**config.mk**
```make
export PLATFORM = sky130hd
export DESIGN_NAME = multicast_fragment_reassembler_top_flat
export DESIGN_NICKNAME = d
export VERILOG_FILES = /design/src/hw/rtl/mfr_pkg.sv /design/src/hw/rtl/mfr_if.sv /design/src/hw/rtl/multicast_fragment_reassembler_top.sv /design/src/hw/rtl/mfr_ctrl.sv /design/src/hw/rtl/mfr_datapath.sv /design/src/flat_wrapper.sv
export SDC_FILE = /design/constraint.sdc
export NUM_CORES = 1
export LEC_CHECK = 0
export ABC_AREA = 1
export BUFFER_PORTS_ARGS = -buffer_cell sky130_fd_sc_hd__buf_2
export CAP_MARGIN = 25
export CORE_MARGIN = 3
export CORE_UTILIZATION = 54
export DETAILED_ROUTE_END_ITERATION = 16
export HOLD_SLACK_MARGIN = 0.03
export MAX_ROUTING_LAYER = met4
export PLACE_DENSITY = 0.77
export SLEW_MARGIN = 20
export SYNTH_ARGS = -nofsm -noshare
export SYNTH_HDL_FRONTEND = slang
export SYNTH_HIERARCHICAL = 1
export SYNTH_SLANG_ARGS = --single-unit
```
**constraint.sdc**
```tcl
create_clock -name clk -period 5.5 [get_ports clk]
set_input_delay 0.55 -clock clk [delete_from_list [all_inputs] [get_ports clk]]
set_output_delay 0.55 -clock clk [all_outputs]
set_load 0.01 [all_outputs]
```
**src/hw/rtl/mfr_pkg.sv**
```systemverilog
// Shared types and constants of the fragment reassembler.
// Holds event codes, packet field codes, the command and result structs.
// No dependencies.
`default_nettype none

package mfr_pkg;

    localparam int NUM_SLOTS_DEF    = 8;
    localparam int BUFFER_BYTES_DEF = 1024;

    localparam logic OP_PACKET  = 1'b0;
    localparam logic OP_RELEASE = 1'b1;

    localparam logic [1:0] PKT_UNICAST   = 2'd0;
    localparam logic [1:0] PKT_BROADCAST = 2'd1;
    localparam logic [1:0] PKT_SYNC      = 2'd2;

    localparam logic [1:0] UC_DATA = 2'd0;
    localparam logic [1:0] UC_SYN  = 2'd1;
    localparam logic [1:0] UC_ACK  = 2'd2;

    localparam logic [3:0] SYNC_LEVEL1 = 4'h1;
    localparam logic [3:0] SYNC_LEVEL2 = 4'h2;
    localparam logic [3:0] SYNC_LEVEL3 = 4'h4;
    localparam logic [3:0] SYNC_CLEAR  = 4'h8;

    localparam logic [2:0] UC_FRAG_BYTES = 3'd4;
    localparam logic [2:0] BC_FRAG_BYTES = 3'd6;

    typedef logic [3:0] event_kind_t;

    localparam event_kind_t EV_STORED   = 4'd0;
    localparam event_kind_t EV_COMPLETE = 4'd1;
    localparam event_kind_t EV_SYNC1    = 4'd2;
    localparam event_kind_t EV_SYNC2    = 4'd3;
    localparam event_kind_t EV_SYNC3    = 4'd4;
    localparam event_kind_t EV_FREE     = 4'd5;
    localparam event_kind_t EV_SYN      = 4'd6;
    localparam event_kind_t EV_ACK      = 4'd7;
    localparam event_kind_t EV_NOSLOT   = 4'd8;
    localparam event_kind_t EV_BADSYNC  = 4'd9;
    localparam event_kind_t EV_IGNORED  = 4'd10;
    localparam event_kind_t EV_OVERFLOW = 4'd11;
    localparam event_kind_t EV_RELEASED = 4'd12;

    typedef struct packed {
        logic capture;
        logic commit;
    } ctrl_cmd_t;

    typedef struct packed {
        event_kind_t  event_kind;
        logic [2:0]   slot;
        logic [13:0]  channel_id_key;
        logic [9:0]   write_offset;
        logic [2:0]   byte_count;
        logic [47:0]  data_bytes;
        logic [10:0]  message_length;
        logic [2:0]   source_x;
        logic [2:0]   source_y;
        logic [3:0]   source_core;
        logic         is_broadcast;
    } evt_t;

endpackage

`default_nettype wire

```
**src/hw/rtl/mfr_if.sv**
```systemverilog
// Channel interfaces of the fragment reassembler: packet/command input
// and event output, each with valid/ready and source/sink modports.
// No dependencies.
`default_nettype none

interface mfr_req_if;
    logic        valid;
    logic        ready;
    logic        opcode;
    logic [31:0] rx_key;
    logic [31:0] rx_payload;
    logic [2:0]  release_slot;

    modport source (output valid, opcode, rx_key, rx_payload, release_slot,
                    input ready);
    modport sink   (input valid, opcode, rx_key, rx_payload, release_slot,
                    output ready);
endinterface

interface mfr_evt_if;
    logic        valid;
    logic        ready;
    logic [3:0]  event_kind;
    logic [2:0]  slot;
    logic [13:0] channel_id_key;
    logic [9:0]  write_offset;
    logic [2:0]  byte_count;
    logic [47:0] data_bytes;
    logic [10:0] message_length;
    logic [2:0]  source_x;
    logic [2:0]  source_y;
    logic [3:0]  source_core;
    logic        is_broadcast;

    modport source (output valid, event_kind, slot, channel_id_key, write_offset,
                    byte_count, data_bytes, message_length, source_x, source_y,
                    source_core, is_broadcast,
                    input ready);
    modport sink   (input valid, event_kind, slot, channel_id_key, write_offset,
                    byte_count, data_bytes, message_length, source_x, source_y,
                    source_core, is_broadcast,
                    output ready);
endinterface

`default_nettype wire

```
**src/hw/rtl/multicast_fragment_reassembler_top.sv**
```systemverilog
// Fragment reassembler top level: packet/release input channel, event
// output channel, controller and datapath.
// Depends on mfr_pkg, mfr_if, mfr_ctrl and mfr_datapath.
//
// Usage:
//   req carries a received packet (opcode 0: key and payload) or a slot
//   release (opcode 1: release_slot). Every transfer on req yields exactly
//   one transfer on evt, in order.
//   Each item is first captured into the input registers; then its channel
//   key is matched against the slot table, the slot fill is updated and
//   the event register is loaded, which makes the event valid. A new item
//   is taken only after the last one has loaded the event register.
//   The event register decouples the sides: a new item is taken while an
//   event waits. If evt stalls, the item in work holds until the event
//   register frees, and req.ready stays low meanwhile.
//   Reset frees all slots and clears the event valid; slot keys and fills
//   need no clearing since they are read only for slots in use.
`default_nettype none

module multicast_fragment_reassembler_top #(
    parameter int NUM_SLOTS    = mfr_pkg::NUM_SLOTS_DEF,
    parameter int BUFFER_BYTES = mfr_pkg::BUFFER_BYTES_DEF
) (
    input  wire logic  clk,
    input  wire logic  rst_n,
    mfr_req_if.sink    req,
    mfr_evt_if.source  evt
);

    mfr_pkg::ctrl_cmd_t cmd;
    mfr_pkg::evt_t      result;

    mfr_ctrl u_ctrl (
        .clk       (clk),
        .rst_n     (rst_n),
        .in_valid  (req.valid),
        .in_ready  (req.ready),
        .out_valid (evt.valid),
        .out_ready (evt.ready),
        .cmd       (cmd)
    );

    mfr_datapath #(
        .NUM_SLOTS    (NUM_SLOTS),
        .BUFFER_BYTES (BUFFER_BYTES)
    ) u_datapath (
        .clk          (clk),
        .rst_n        (rst_n),
        .cmd          (cmd),
        .opcode       (req.opcode),
        .rx_key       (req.rx_key),
        .rx_payload   (req.rx_payload),
        .release_slot (req.release_slot),
        .result       (result)
    );

    assign evt.event_kind     = result.event_kind;
    assign evt.slot           = result.slot;
    assign evt.channel_id_key = result.channel_id_key;
    assign evt.write_offset   = result.write_offset;
    assign evt.byte_count     = result.byte_count;
    assign evt.data_bytes     = result.data_bytes;
    assign evt.message_length = result.message_length;
    assign evt.source_x       = result.source_x;
    assign evt.source_y       = result.source_y;
    assign evt.source_core    = result.source_core;
    assign evt.is_broadcast   = result.is_broadcast;

endmodule

`default_nettype wire

```
**src/hw/rtl/mfr_ctrl.sv**
```systemverilog
// Controller of the fragment reassembler: capture/commit sequencing and
// the output valid flag. Depends on mfr_pkg.
`default_nettype none

module mfr_ctrl (
    input  wire logic              clk,
    input  wire logic              rst_n,
    input  wire logic              in_valid,
    output logic                   in_ready,
    output logic                   out_valid,
    input  wire logic              out_ready,
    output mfr_pkg::ctrl_cmd_t     cmd
);

    typedef enum logic [1:0] {
        ST_IDLE = 2'b01,
        ST_EXEC = 2'b10
    } state_t;

    state_t state_reg;
    state_t state_next;
    logic   out_valid_reg;
    logic   out_valid_next;
    logic   out_free;

    assign in_ready    = (state_reg == ST_IDLE);
    assign out_valid   = out_valid_reg;
    assign out_free    = !out_valid_reg || out_ready;
    assign cmd.capture = in_valid && in_ready;
    assign cmd.commit  = (state_reg == ST_EXEC) && out_free;

    always_comb
    begin
        state_next = state_reg;
        case (state_reg)
            ST_IDLE:
            begin
                if (cmd.capture)
                begin
                    state_next = ST_EXEC;
                end
            end
            ST_EXEC:
            begin
                if (cmd.commit)
                begin
                    state_next = ST_IDLE;
                end
            end
            default:
            begin
                state_next = ST_IDLE;
            end
        endcase
    end

    always_comb
    begin
        out_valid_next = out_valid_reg;
        if (cmd.commit)
        begin
            out_valid_next = 1'b1;
        end
        else if (out_ready)
        begin
            out_valid_next = 1'b0;
        end
    end

    always_ff @(posedge clk or negedge rst_n)
    begin
        if (!rst_n)
        begin
            state_reg     <= ST_IDLE;
            out_valid_reg <= 1'b0;
        end
        else
        begin
            state_reg     <= state_next;
            out_valid_reg <= out_valid_next;
        end
    end

endmodule

`default_nettype wire

```
**src/hw/rtl/mfr_datapath.sv**
```systemverilog
// Datapath of the fragment reassembler: input capture, slot table with
// key match and fill tracking, event decode and result register.
// Depends on mfr_pkg.
`default_nettype none

module mfr_datapath #(
    parameter int NUM_SLOTS    = mfr_pkg::NUM_SLOTS_DEF,
    parameter int BUFFER_BYTES = mfr_pkg::BUFFER_BYTES_DEF
) (
    input  wire logic               clk,
    input  wire logic               rst_n,
    input  wire mfr_pkg::ctrl_cmd_t cmd,
    input  wire logic               opcode,
    input  wire logic [31:0]        rx_key,
    input  wire logic [31:0]        rx_payload,
    input  wire logic [2:0]         release_slot,
    output mfr_pkg::evt_t           result
);

    localparam int SLOT_W = (NUM_SLOTS > 1) ? $clog2(NUM_SLOTS) : 1;
    localparam int FILL_W = $clog2(BUFFER_BYTES + 1);

    logic              op_reg;
    logic [31:0]       key_reg;
    logic [31:0]       pay_reg;
    logic [2:0]        rel_reg;

    logic              in_use_reg [NUM_SLOTS];
    logic [13:0]       chan_reg   [NUM_SLOTS];
    logic [FILL_W-1:0] fill_reg   [NUM_SLOTS];

    mfr_pkg::evt_t     res_reg;
    mfr_pkg::evt_t     res_next;

    logic [1:0]        pkt_type;
    logic [1:0]        uc_kind;
    logic              bc;
    logic              last;
    logic [2:0]        pad;
    logic [2:0]        max_bytes;
    logic [2:0]        n_bytes;
    logic [13:0]       chan;
    logic              hit_found;
    logic [SLOT_W-1:0] hit_idx;
    logic              free_found;
    logic [SLOT_W-1:0] free_idx;
    logic              slot_found;
    logic [SLOT_W-1:0] slot_idx;
    logic [SLOT_W-1:0] rel_idx;
    logic              rel_ok;
    logic [SLOT_W-1:0] rd_idx;
    logic [FILL_W-1:0] rd_fill;
    logic [13:0]       rd_chan;
    logic [FILL_W-1:0] fill_cur;
    logic [FILL_W-1:0] fill_new;
    logic              overflow;
    logic [47:0]       raw_data;
    logic [47:0]       data;
    logic              is_frag;
    logic              write_en;
    logic              release_en;

    function automatic mfr_pkg::evt_t put_channel(input mfr_pkg::evt_t e,
                                                  input logic [13:0] c);
        mfr_pkg::evt_t r;
        r                = e;
        r.channel_id_key = c;
        r.source_x       = c[13:11];
        r.source_y       = c[10:8];
        r.source_core    = c[7:4];
        r.is_broadcast   = c[0];
        return r;
    endfunction

    always_ff @(posedge clk)
    begin
        if (cmd.capture)
        begin
            op_reg  <= opcode;
            key_reg <= rx_key;
            pay_reg <= rx_payload;
            rel_reg <= release_slot;
        end
    end

    assign pkt_type  = key_reg[31:30];
    assign uc_kind   = key_reg[15:14];
    assign bc        = (pkt_type == mfr_pkg::PKT_BROADCAST);
    assign last      = key_reg[19];
    assign pad       = key_reg[18:16];
    assign max_bytes = bc ? mfr_pkg::BC_FRAG_BYTES : mfr_pkg::UC_FRAG_BYTES;
    assign n_bytes   = !last ? max_bytes : ((pad >= max_bytes) ? 3'd0 : max_bytes - pad);
    assign chan      = bc ? {key_reg[29:20], 4'b0001} : {key_reg[13:4], 4'b0000};

    always_comb
    begin
        hit_found  = 1'b0;
        hit_idx    = '0;
        free_found = 1'b0;
        free_idx   = '0;
        for (int i = NUM_SLOTS - 1; i >= 0; i--)
        begin
            if (in_use_reg[i] && (chan_reg[i] == chan))
            begin
                hit_found = 1'b1;
                hit_idx   = SLOT_W'(i);
            end
            if (!in_use_reg[i])
            begin
                free_found = 1'b1;
                free_idx   = SLOT_W'(i);
            end
        end
    end

    assign slot_found = hit_found || free_found;
    assign slot_idx   = hit_found ? hit_idx : free_idx;
    assign rel_idx    = SLOT_W'(rel_reg);
    assign rel_ok     = (32'(rel_reg) < 32'(NUM_SLOTS)) && in_use_reg[rel_idx];
    assign rd_idx     = (op_reg == mfr_pkg::OP_RELEASE) ? rel_idx : hit_idx;
    assign rd_fill    = fill_reg[rd_idx];
    assign rd_chan    = chan_reg[rd_idx];
    assign fill_cur   = hit_found ? rd_fill : '0;
    assign overflow   = (32'(fill_cur) + 32'(n_bytes)) > 32'(BUFFER_BYTES);
    assign fill_new   = fill_cur + FILL_W'(n_bytes);
    assign raw_data   = {(bc ? key_reg[15:0] : 16'h0000), pay_reg};

    always_comb
    begin
        for (int b = 0; b < 6; b++)
        begin
            data[8*b +: 8] = (3'(b) < n_bytes) ? raw_data[8*b +: 8] : 8'h00;
        end
    end

    assign is_frag = (op_reg == mfr_pkg::OP_PACKET)
                     && (bc || ((pkt_type == mfr_pkg::PKT_UNICAST)
                                && (uc_kind == mfr_pkg::UC_DATA)));
    assign write_en   = cmd.commit && is_frag && slot_found && !overflow;
    assign release_en = cmd.commit && (op_reg == mfr_pkg::OP_RELEASE) && rel_ok;

    always_comb
    begin
        res_next = '0;
        if (op_reg == mfr_pkg::OP_RELEASE)
        begin
            res_next.slot       = rel_reg;
            res_next.event_kind = mfr_pkg::EV_IGNORED;
            if (rel_ok)
            begin
                res_next                = put_channel(res_next, rd_chan);
                res_next.event_kind     = mfr_pkg::EV_RELEASED;
                res_next.message_length = 11'(32'(rd_fill));
            end
        end
        else if (is_frag)
        begin
            res_next = put_channel(res_next, chan);
            if (!slot_found)
            begin
                res_next.event_kind = mfr_pkg::EV_NOSLOT;
            end
            else
            begin
                res_next.slot         = 3'(slot_idx);
                res_next.write_offset = 10'(32'(fill_cur));
                if (overflow)
                begin
                    res_next.event_kind     = mfr_pkg::EV_OVERFLOW;
                    res_next.message_length = 11'(32'(fill_cur));
                end
                else
                begin
                    res_next.event_kind     = last ? mfr_pkg::EV_COMPLETE
                                                   : mfr_pkg::EV_STORED;
                    res_next.byte_count     = n_bytes;
                    res_next.data_bytes     = data;
                    res_next.message_length = 11'(32'(fill_new));
                end
            end
        end
        else
        begin
            case (pkt_type)
                mfr_pkg::PKT_SYNC:
                begin
                    case (key_reg[3:0])
                        mfr_pkg::SYNC_LEVEL1: res_next.event_kind = mfr_pkg::EV_SYNC1;
                        mfr_pkg::SYNC_LEVEL2: res_next.event_kind = mfr_pkg::EV_SYNC2;
                        mfr_pkg::SYNC_LEVEL3: res_next.event_kind = mfr_pkg::EV_SYNC3;
                        mfr_pkg::SYNC_CLEAR:  res_next.event_kind = mfr_pkg::EV_FREE;
                        default:              res_next.event_kind = mfr_pkg::EV_BADSYNC;
                    endcase
                end
                mfr_pkg::PKT_UNICAST:
                begin
                    case (uc_kind)
                        mfr_pkg::UC_SYN: res_next.event_kind = mfr_pkg::EV_SYN;
                        mfr_pkg::UC_ACK: res_next.event_kind = mfr_pkg::EV_ACK;
                        default:         res_next.event_kind = mfr_pkg::EV_IGNORED;
                    endcase
                end
                default:
                begin
                    res_next.event_kind = mfr_pkg::EV_IGNORED;
                end
            endcase
        end
    end

    always_ff @(posedge clk or negedge rst_n)
    begin
        if (!rst_n)
        begin
            for (int i = 0; i < NUM_SLOTS; i++)
            begin
                in_use_reg[i] <= 1'b0;
            end
        end
        else if (write_en)
        begin
            in_use_reg[slot_idx] <= 1'b1;
        end
        else if (release_en)
        begin
            in_use_reg[rel_idx] <= 1'b0;
        end
    end

    always_ff @(posedge clk)
    begin
        if (write_en)
        begin
            chan_reg[slot_idx] <= chan;
            fill_reg[slot_idx] <= fill_new;
        end
        if (cmd.commit)
        begin
            res_reg <= res_next;
        end
    end

    assign result = res_reg;

endmodule

`default_nettype wire

```
**src/flat_wrapper.sv**
```systemverilog
// flat-port wrapper written by rule: the top's interface ports become plain ports
module multicast_fragment_reassembler_top_flat 
#(
    parameter int NUM_SLOTS    = mfr_pkg::NUM_SLOTS_DEF,
    parameter int BUFFER_BYTES = mfr_pkg::BUFFER_BYTES_DEF
)
  (clk, rst_n, req_valid, req_opcode, req_rx_key, req_rx_payload, req_release_slot, req_ready, evt_valid, evt_event_kind, evt_slot, evt_channel_id_key, evt_write_offset, evt_byte_count, evt_data_bytes, evt_message_length, evt_source_x, evt_source_y, evt_source_core, evt_is_broadcast, evt_ready);
  mfr_req_if req_i ();
  mfr_evt_if evt_i ();
  input  wire logic clk;
  input  wire logic rst_n;
  input wire logic [$bits(req_i.valid)-1:0] req_valid;
  input wire logic [$bits(req_i.opcode)-1:0] req_opcode;
  input wire logic [$bits(req_i.rx_key)-1:0] req_rx_key;
  input wire logic [$bits(req_i.rx_payload)-1:0] req_rx_payload;
  input wire logic [$bits(req_i.release_slot)-1:0] req_release_slot;
  output wire logic [$bits(req_i.ready)-1:0] req_ready;
  output wire logic [$bits(evt_i.valid)-1:0] evt_valid;
  output wire logic [$bits(evt_i.event_kind)-1:0] evt_event_kind;
  output wire logic [$bits(evt_i.slot)-1:0] evt_slot;
  output wire logic [$bits(evt_i.channel_id_key)-1:0] evt_channel_id_key;
  output wire logic [$bits(evt_i.write_offset)-1:0] evt_write_offset;
  output wire logic [$bits(evt_i.byte_count)-1:0] evt_byte_count;
  output wire logic [$bits(evt_i.data_bytes)-1:0] evt_data_bytes;
  output wire logic [$bits(evt_i.message_length)-1:0] evt_message_length;
  output wire logic [$bits(evt_i.source_x)-1:0] evt_source_x;
  output wire logic [$bits(evt_i.source_y)-1:0] evt_source_y;
  output wire logic [$bits(evt_i.source_core)-1:0] evt_source_core;
  output wire logic [$bits(evt_i.is_broadcast)-1:0] evt_is_broadcast;
  input wire logic [$bits(evt_i.ready)-1:0] evt_ready;
  assign req_i.valid = req_valid;
  assign req_i.opcode = req_opcode;
  assign req_i.rx_key = req_rx_key;
  assign req_i.rx_payload = req_rx_payload;
  assign req_i.release_slot = req_release_slot;
  assign req_ready = req_i.ready;
  assign evt_valid = evt_i.valid;
  assign evt_event_kind = evt_i.event_kind;
  assign evt_slot = evt_i.slot;
  assign evt_channel_id_key = evt_i.channel_id_key;
  assign evt_write_offset = evt_i.write_offset;
  assign evt_byte_count = evt_i.byte_count;
  assign evt_data_bytes = evt_i.data_bytes;
  assign evt_message_length = evt_i.message_length;
  assign evt_source_x = evt_i.source_x;
  assign evt_source_y = evt_i.source_y;
  assign evt_source_core = evt_i.source_core;
  assign evt_is_broadcast = evt_i.is_broadcast;
  assign evt_i.ready = evt_ready;
  multicast_fragment_reassembler_top #(.NUM_SLOTS(NUM_SLOTS), .BUFFER_BYTES(BUFFER_BYTES)) u_core (.clk(clk), .rst_n(rst_n), .req(req_i), .evt(evt_i));
endmodule
```
# Word level (Yosys, flattened, before mapping)
# Memories as Yosys holds them, arrays and structs flattened.
# Index checks and enable logic that the tools add are counted.
[classes]
addsub = 3
order_cmp = 12
n_eq_ne = 20
n_mux = 76
bitwise = 6
reduce_logical = 29
[ops]
columns = ["cell", "n"]
rows = [
  ["$eq 14x14->1", 8],
  ["$mux 104", 1],
  ["$mux 103", 1],
  ["$mux 100", 1],
  ["$mux 72", 1],
  ["$mux 8", 8],
  ["$mux 3", 21],
  ["$mux 51", 1],
  ["$mux 1", 25],
  ["$mux 11", 2],
  ["$logic_and 1x1->1", 19],
  ["$mux 16", 1],
  ["$pmux 4 s2", 2],
  ["$pmux 4 s4", 1],
  ["$mux 14", 1],
  ["$add 11x3->12", 1],
  ["$gt 12x11->1 const B", 1],
  ["$mux 4", 3],
  ["$add 11x3->11", 1],
  ["$and 8x8->8", 1],
  ["$ge 4x4->1 const B", 2],
  ["$lt 4x1->1 const B", 2],
  ["$not 3->4", 2],
  ["$not 8->8", 1],
  ["24 further kinds", 39],
]
[totals]
reg_bits = 183
mem_bits_rw = 200
in_bits = 72
n_memories = 2
[memory_table]
columns = ["memory", "depth", "word_bits", "read_ports", "rd_clocked_by_memory_dff", "wr", "line", "text"]
rows = [
  ["u_core.u_datapath.chan_reg", 8, 14, 9, 0, 1, "mfr_datapath.sv:29", "logic [13:0] chan_reg [NUM_SLOTS];"],
  ["u_core.u_datapath.fill_reg", 8, 11, 1, 0, 1, "mfr_datapath.sv:30", "logic [FILL_W-1:0] fill_reg [NUM_SLOTS];"],
]

# Logic depth before layout (Yosys ltp)
# An unclocked memory read counts as a cell.
[depth]
ltp_word = 21
mapped_depth = 48
depth_no_buf = 43

# By module
# The synthesis kept the hierarchy.
[by_module_without_submodules]
columns = ["module", "instances", "cells_each", "area_per_inst_um2", "seq_area_each_um2"]
rows = [
  ["mfr_datapath", 1, 1809, 17389.2, 10229.8],
  ["mfr_ctrl", 1, 22, 153.9, 76.3],
]

# Least setup slack after synthesis
# Ideal clock, no wire load.
[synth_timing]
kind = "register -> register"
from = "reg u_core.u_datapath.key_reg[31]"
to = "mem u_core.u_datapath.chan_reg[0][0] (enable)"
t_arrival_ns = 5.632
t_required_ns = 5.123
setup_slack_ns = -0.509
path_stages_with_launch = 47
cell_sequence = "edfxtp_1 > inv_2 > nand2_2 > buf_6 > nand2_1 > nand2_2 > nand2_2 > nand2_1 > inv_1 > nand2_1 > nor2_1 > nand2_1 > nor2_1 > nand2_1 > nand2_1 > nand2_1 > nand2_1 > nand2_1 > [... 11 more ...] > nor2_1 > ha_1 > inv_1 > fa_1 > inv_1 > a21oi_1 > inv_1 > nand3_1 > nor2_2 > nand2_1 > nand2_1 > nand3_2 > nor2_1 > nand3_1 > nand2_1 > buf_2 > nand3_1 > inv_1"
[synth_between]
elab_chain_len = 21
[synth_lines]
columns = ["item", "line", "text"]
rows = [
  ["start: declaration", "mfr_datapath.sv:24", "logic [31:0] key_reg;"],
  ["start signal: assignment", "mfr_datapath.sv:80", "key_reg <= rx_key;"],
  ["$eq 2x1->1 *", "mfr_datapath.sv:88", "assign bc = (pkt_type == mfr_pkg::PKT_BROADCAST);"],
  ["$mux 14 *", "mfr_datapath.sv:93", "assign chan = bc ? {key_reg[29:20], 4'b0001} : {key_reg[13:4], 4'b0000};"],
  ["named net u_core.u_datapath.chan[9]", "mfr_datapath.sv:42", "logic [13:0] chan;"],
  ["$eq 14x14->1", "mfr_datapath.sv:103", "if (in_use_reg[i] && (chan_reg[i] == chan))"],
  ["$logic_and 1x1->1", "mfr_datapath.sv:103", ""],
  ["$mux 3 (8 in series)", "mfr_datapath.sv:103", ""],
  ["$mux 3", "mfr_datapath.sv:120", "assign rd_idx = (op_reg == mfr_pkg::OP_RELEASE) ? rel_idx : hit_idx;"],
  ["$mem_v2 8x11", "-", ""],
  ["$mux 11 *", "mfr_datapath.sv:123", "assign fill_cur = hit_found ? rd_fill : '0;"],
  ["named net u_core.u_datapath.fill_cur[0]", "mfr_datapath.sv:54", "logic [FILL_W-1:0] fill_cur;"],
  ["$add 11x3->12 *", "mfr_datapath.sv:124", "assign overflow = (32'(fill_cur) + 32'(n_bytes)) > 32'(BUFFER_BYTES);"],
  ["$gt 12x11->1 *", "mfr_datapath.sv:124", ""],
  ["$logic_not 1->1 *", "mfr_datapath.sv:139", "assign write_en = cmd.commit && is_frag && slot_found && !overflow;"],
  ["$logic_and 1x1->1 *", "mfr_datapath.sv:139", ""],
  ["$mux 1 *", "mfr_datapath.sv:232", "if (write_en)"],
  ["$mux 1 (implied by the code) *", "mfr_datapath.sv:234", "chan_reg[slot_idx] <= chan;"],
  ["end: declaration", "mfr_datapath.sv:29", ""],
]
# The timed path passes the listed nets; every way through them passes the cells marked *.

# Worst setup path in the final report
[layout_timing]
from = "reg u_core.u_datapath.key_reg[31]"
to = "mem u_core.u_datapath.chan_reg[3][9] (enable)"
[layout_between]
elab_chain_len = 21
[layout_lines]
columns = ["item", "line"]
rows = [
  ["$eq 2x1->1 *", "mfr_datapath.sv:88"],
  ["$mux 14 *", "mfr_datapath.sv:93"],
  ["$eq 14x14->1", "mfr_datapath.sv:103"],
  ["$logic_and 1x1->1", "mfr_datapath.sv:103"],
  ["$mux 3 (8 in series)", "mfr_datapath.sv:103"],
  ["$mux 3", "mfr_datapath.sv:120"],
  ["$mem_v2 8x11", "-"],
  ["$mux 11 *", "mfr_datapath.sv:123"],
  ["named net u_core.u_datapath.fill_cur[0]", "mfr_datapath.sv:54"],
  ["$add 11x3->12 *", "mfr_datapath.sv:124"],
  ["$gt 12x11->1 *", "mfr_datapath.sv:124"],
  ["$logic_not 1->1 *", "mfr_datapath.sv:139"],
  ["$logic_and 1x1->1 *", "mfr_datapath.sv:139"],
  ["$mux 1 *", "mfr_datapath.sv:232"],
  ["$mux 1 (implied by the code) *", "mfr_datapath.sv:234"],
]
# Marks and branches as above.

==> impl_metrics.toml <==
[setup_path]
required_ns = 5.74
critPathBufInv = 11
startpoint_type = "flop"
worst_path_largest_cell_delay_ns = 0.40
crit_arrival_ns = 6.05
crit_fanout = 16
worstRegToRegCells = 34
crit_cells = 34
cp_top_family = "simple AND/OR/NAND/NOR gates"
critPathKind = "reg -> reg"
cpMaxStageDelayCell = "edfxtp_1"
crit_path_end_kind = "flop"

[clocking]
cts_tree = "yes"
cts_root_buf = "clkbuf_16"
cts_max_level = 2
cts.sinks = 345
clockBufferDepth = 3
cts_buffers = 38
path_clk_slew_ns = 0.06
clock_latency_ns = 0.54

[synth]
avgSynthCellArea_sq_um = 9.581
yosys_warnings = 6
synth_area_leaders = "edfxtp_1 (57%), nand2_1 (9.0%), nand3_1 (5.7%)"
ys_seq_elements = 345
synthArstFlopShare_pct = 3.188
yosys-mux-area-fraction_pct = 0
yosys.area_share.simple_pct = 26.10
synthFlopType = "edfxtp_1"
synthesis.instances = 1831
synth_edf_count = 334
synth_compound_area_share_pct = 5.570
ys_seq_area_share_pct = 58.75
synth_top_area_share_pct = 57.17
synth-adder-area-share_pct = 0.7275
synth_top_family_by_area = "simple AND/OR/NAND/NOR gates"
ys_types = 52
synth_top_area_cell = "edfxtp_1"
synthXorXnorAreaFrac_pct = 1.348
syn-cell-area_sq_mm = 0.01754

[global_routing]
grt_overflow = 0
antenna_found_initial = 2
first_global_vias = 15140
grt_usage_pct = 32.34
grt_first_pass_wirelength_microns = 83490
grt_start_max_net_pins = 62

[layout]
syn_to_final_growth_pct = 33.65
finalInstanceArea_sq_mm = 0.02345
final_util_pct = 73.73
layout-drive-gt1-share_pct = 33.39
fin_cells = 2752
largest_register_ff_count = 90
fin_nets = 2367

[sta]
tightest_slew_ns = 1.024
drv_slew = 0
post-route-period-util_pct = 105.5
clock_skew_ns = 0.02377
fin_hold_ws_ns = 0.1770
slew_headroom_pct = 31.46
worst_slack_ns = -0.3046
final-setup-viol-count = 243
rsz0062_at_grt = "yes"
clock.fmax_mhz = 172.3
fin_crit_ns = 5.805
hold_viol = 0

[pwr]
p_per_area_mw_per_mm2 = 292.6
p_sw_mw = 1.923
leakagePower_nw = 10.00
vdd_drop_max_mv = 0.3025
total_power_mw = 6.861
clockPowerShare_pct = 36.7
comb_power_share_pct = 18.6
sw_frac_of_total_pct = 28.04
p_int_mw = 4.937
p_seq_share_pct = 44.7

[routing]
wl_per_cell_microns = 20.77
drc = 0
dr.pass1.iters = 6
drt-initial-drc-count = 1773
vias = 15900
ant_nets = 0
totalWireLength_microns = 57150
via_per_inst = 5.776

[floorplanning]
dieArea_sq_mm = 0.03469
initial_core_util_pct = 55.17
io_pins = 178
rows = 65
die_h_microns = 186.2
core_area_sq_mm = 0.03180
die_x_microns = 186.2

[job]
maxCapViolCount = 0

[placed_design]
place_area_sq_mm = 0.02099
io_buffer_count = 174
place_inst = 2640
place.gp.congestion = 1.042
dp_hpwl_microns = 40450

[run_status]
status = "finished with violations"
violations = "setup timing"

[min_path]
whs_path_depth = 1
hp-class = "in -> reg"
synthesized netlist by cell type (4+ instances only):
cell type / number
and2_1: 4
edfxtp_1: 334
dfrtp_1: 10
nand4_1: 35
inv_2: 10
buf_6: 11
o21ai_1: 5
nor2_1: 148
or2_2: 15
o211ai_1: 44
a31oi_1: 4
nor2_2: 31
xor2_1: 18
xnor2_1: 9
nand3_1: 201
nand2_1: 420
nor3_1: 33
nand2_4: 9
nand2_2: 22
a21oi_1: 33
nor3b_1: 6
nand3b_1: 7
inv_1: 220
nand3_2: 5
nor4_1: 34
clkbuf_1: 30
buf_2: 8
o21ai_0: 63
ha_1: 7
buf_4: 20
layout by cell type, fill, tap and decap left out, drive strengths merged, types with 3 or more instances in the layout:
| master | Yosys | routed |
|---|---|---|
| buf | 41 | 476 |
| nand2 | 452 | 453 |
| edfxtp | 334 | 334 |
| inv | 231 | 223 |
| nand3 | 206 | 206 |
| nor2 | 181 | 181 |
| o21ai | 71 | 71 |
| clkbuf | 31 | 51 |
| o211ai | 44 | 44 |
| nand4 | 39 | 39 |
| nor4 | 34 | 34 |
| a21oi | 33 | 33 |
| nor3 | 33 | 33 |
| clkinv | 0 | 19 |
| or2 | 18 | 18 |
| xor2 | 18 | 18 |
| clkinvlp | 0 | 11 |
| dfrtp | 10 | 10 |
| xnor2 | 9 | 9 |
| nand3b | 7 | 7 |
| ha | 7 | 7 |
| nor3b | 6 | 6 |
| and2 | 5 | 5 |
| a31oi | 4 | 4 |
| bufinv | 0 | 3 |
| a32oi | 3 | 3 |
| conb | 1 | 3 |
stage by stage:
stage / TNS (ns) / worst slack, ns
after detailed placement: -71.99 / -0.3648
final: -58.34 / -0.3046
after CTS: -15.02 / -0.1099
after global placement: -45.62 / -0.2586
after floorplan: 0 / 0.01481
after global routing: -125.18 / -0.5539
routing by layer:
metal | up-vias | track usage (%) | routed length (microns)
li1 | 7148 | - | -
met1 | 7544 | 43.24 | 22000
met2 | 1025 | 50.09 | 26370
met3 | 179 | 6.476 | 6404
met4 | 0 | 10.75 | 2376
met5 | - | - | 0
what timing repair did:
item                                   4_1_cts  5_1_grt
setup buffers                                8       23
gates resized for setup                     31      153
setup endpoints to repair                  255      297
hold buffers                                 1        0
pin swaps                                    7       59
endpoints found under the hold margin       10        0
cloned                                       1        8
path summary, 6_finish.rpt:
| kind | slack, ns | from | endpoint |
|---|---|---|---|
| setup reg to reg | -0.30 | u_core/u_datapath/key_reg[31]$_DFFE_PP_ | u_core/u_datapath/chan_reg[3][9]$_DFFE_PP_ |
| setup / recovery | -0.30 | u_core/u_datapath/key_reg[31]$_DFFE_PP_ | u_core/u_datapath/chan_reg[3][9]$_DFFE_PP_ |
| min in group asynchronous | 0.44 | rst_n | u_core/u_ctrl/out_valid$_DFFE_PN0P_ |
| hold reg to reg | 0.55 | u_core/u_datapath/pay_reg[6]$_DFFE_PP_ | u_core/u_datapath/result[28]$_SDFFCE_PP0P_ |
| hold / removal | 0.18 | req_rx_key[16] | u_core/u_datapath/key_reg[16]$_DFFE_PP_ |
| max in group asynchronous | 4.78 | rst_n | u_core/u_ctrl/state_reg[0]$_DFFE_PN1P_ |
power by group through the flow:
stage | Clock [mW] | Sequential [mW] | Combinational, mW
floorplan | 0 | 3.11 | 0.619
global placement | 0 | 3.11 | 1.10
detailed placement | 0 | 3.11 | 1.12
CTS | 2.54 | 3.06 | 1.14
global route | 2.65 | 3.07 | 1.36
finish | 2.52 | 3.07 | 1.28
cell type report:
cell class / count / area (sq um)
antenna: 2 / 5.005
clock buffer: 45 / 1018
clock inverter: 24 / 219.0
fill: 2128 / 8353
sequential: 345 / 10310
multi-input combinational: 1186 / 6750
tap: 435 / 544.3
timing repair buffer: 483 / 3677
timing repair inverter: 1 / 7.507
inverter: 231 / 918.4
cells by family (layout without fill, tap and decap cells):
group	count (synthesis)	after routing
adders and majority gates	9	9
and+or+nand+nor	983	984
AOI/OAI and AO/OA	163	163
buffers and inverters	303	784
DFF	345	345
other	1	5
xor gates and xnor gates	27	27
Power figures use the tool's default switching activity.
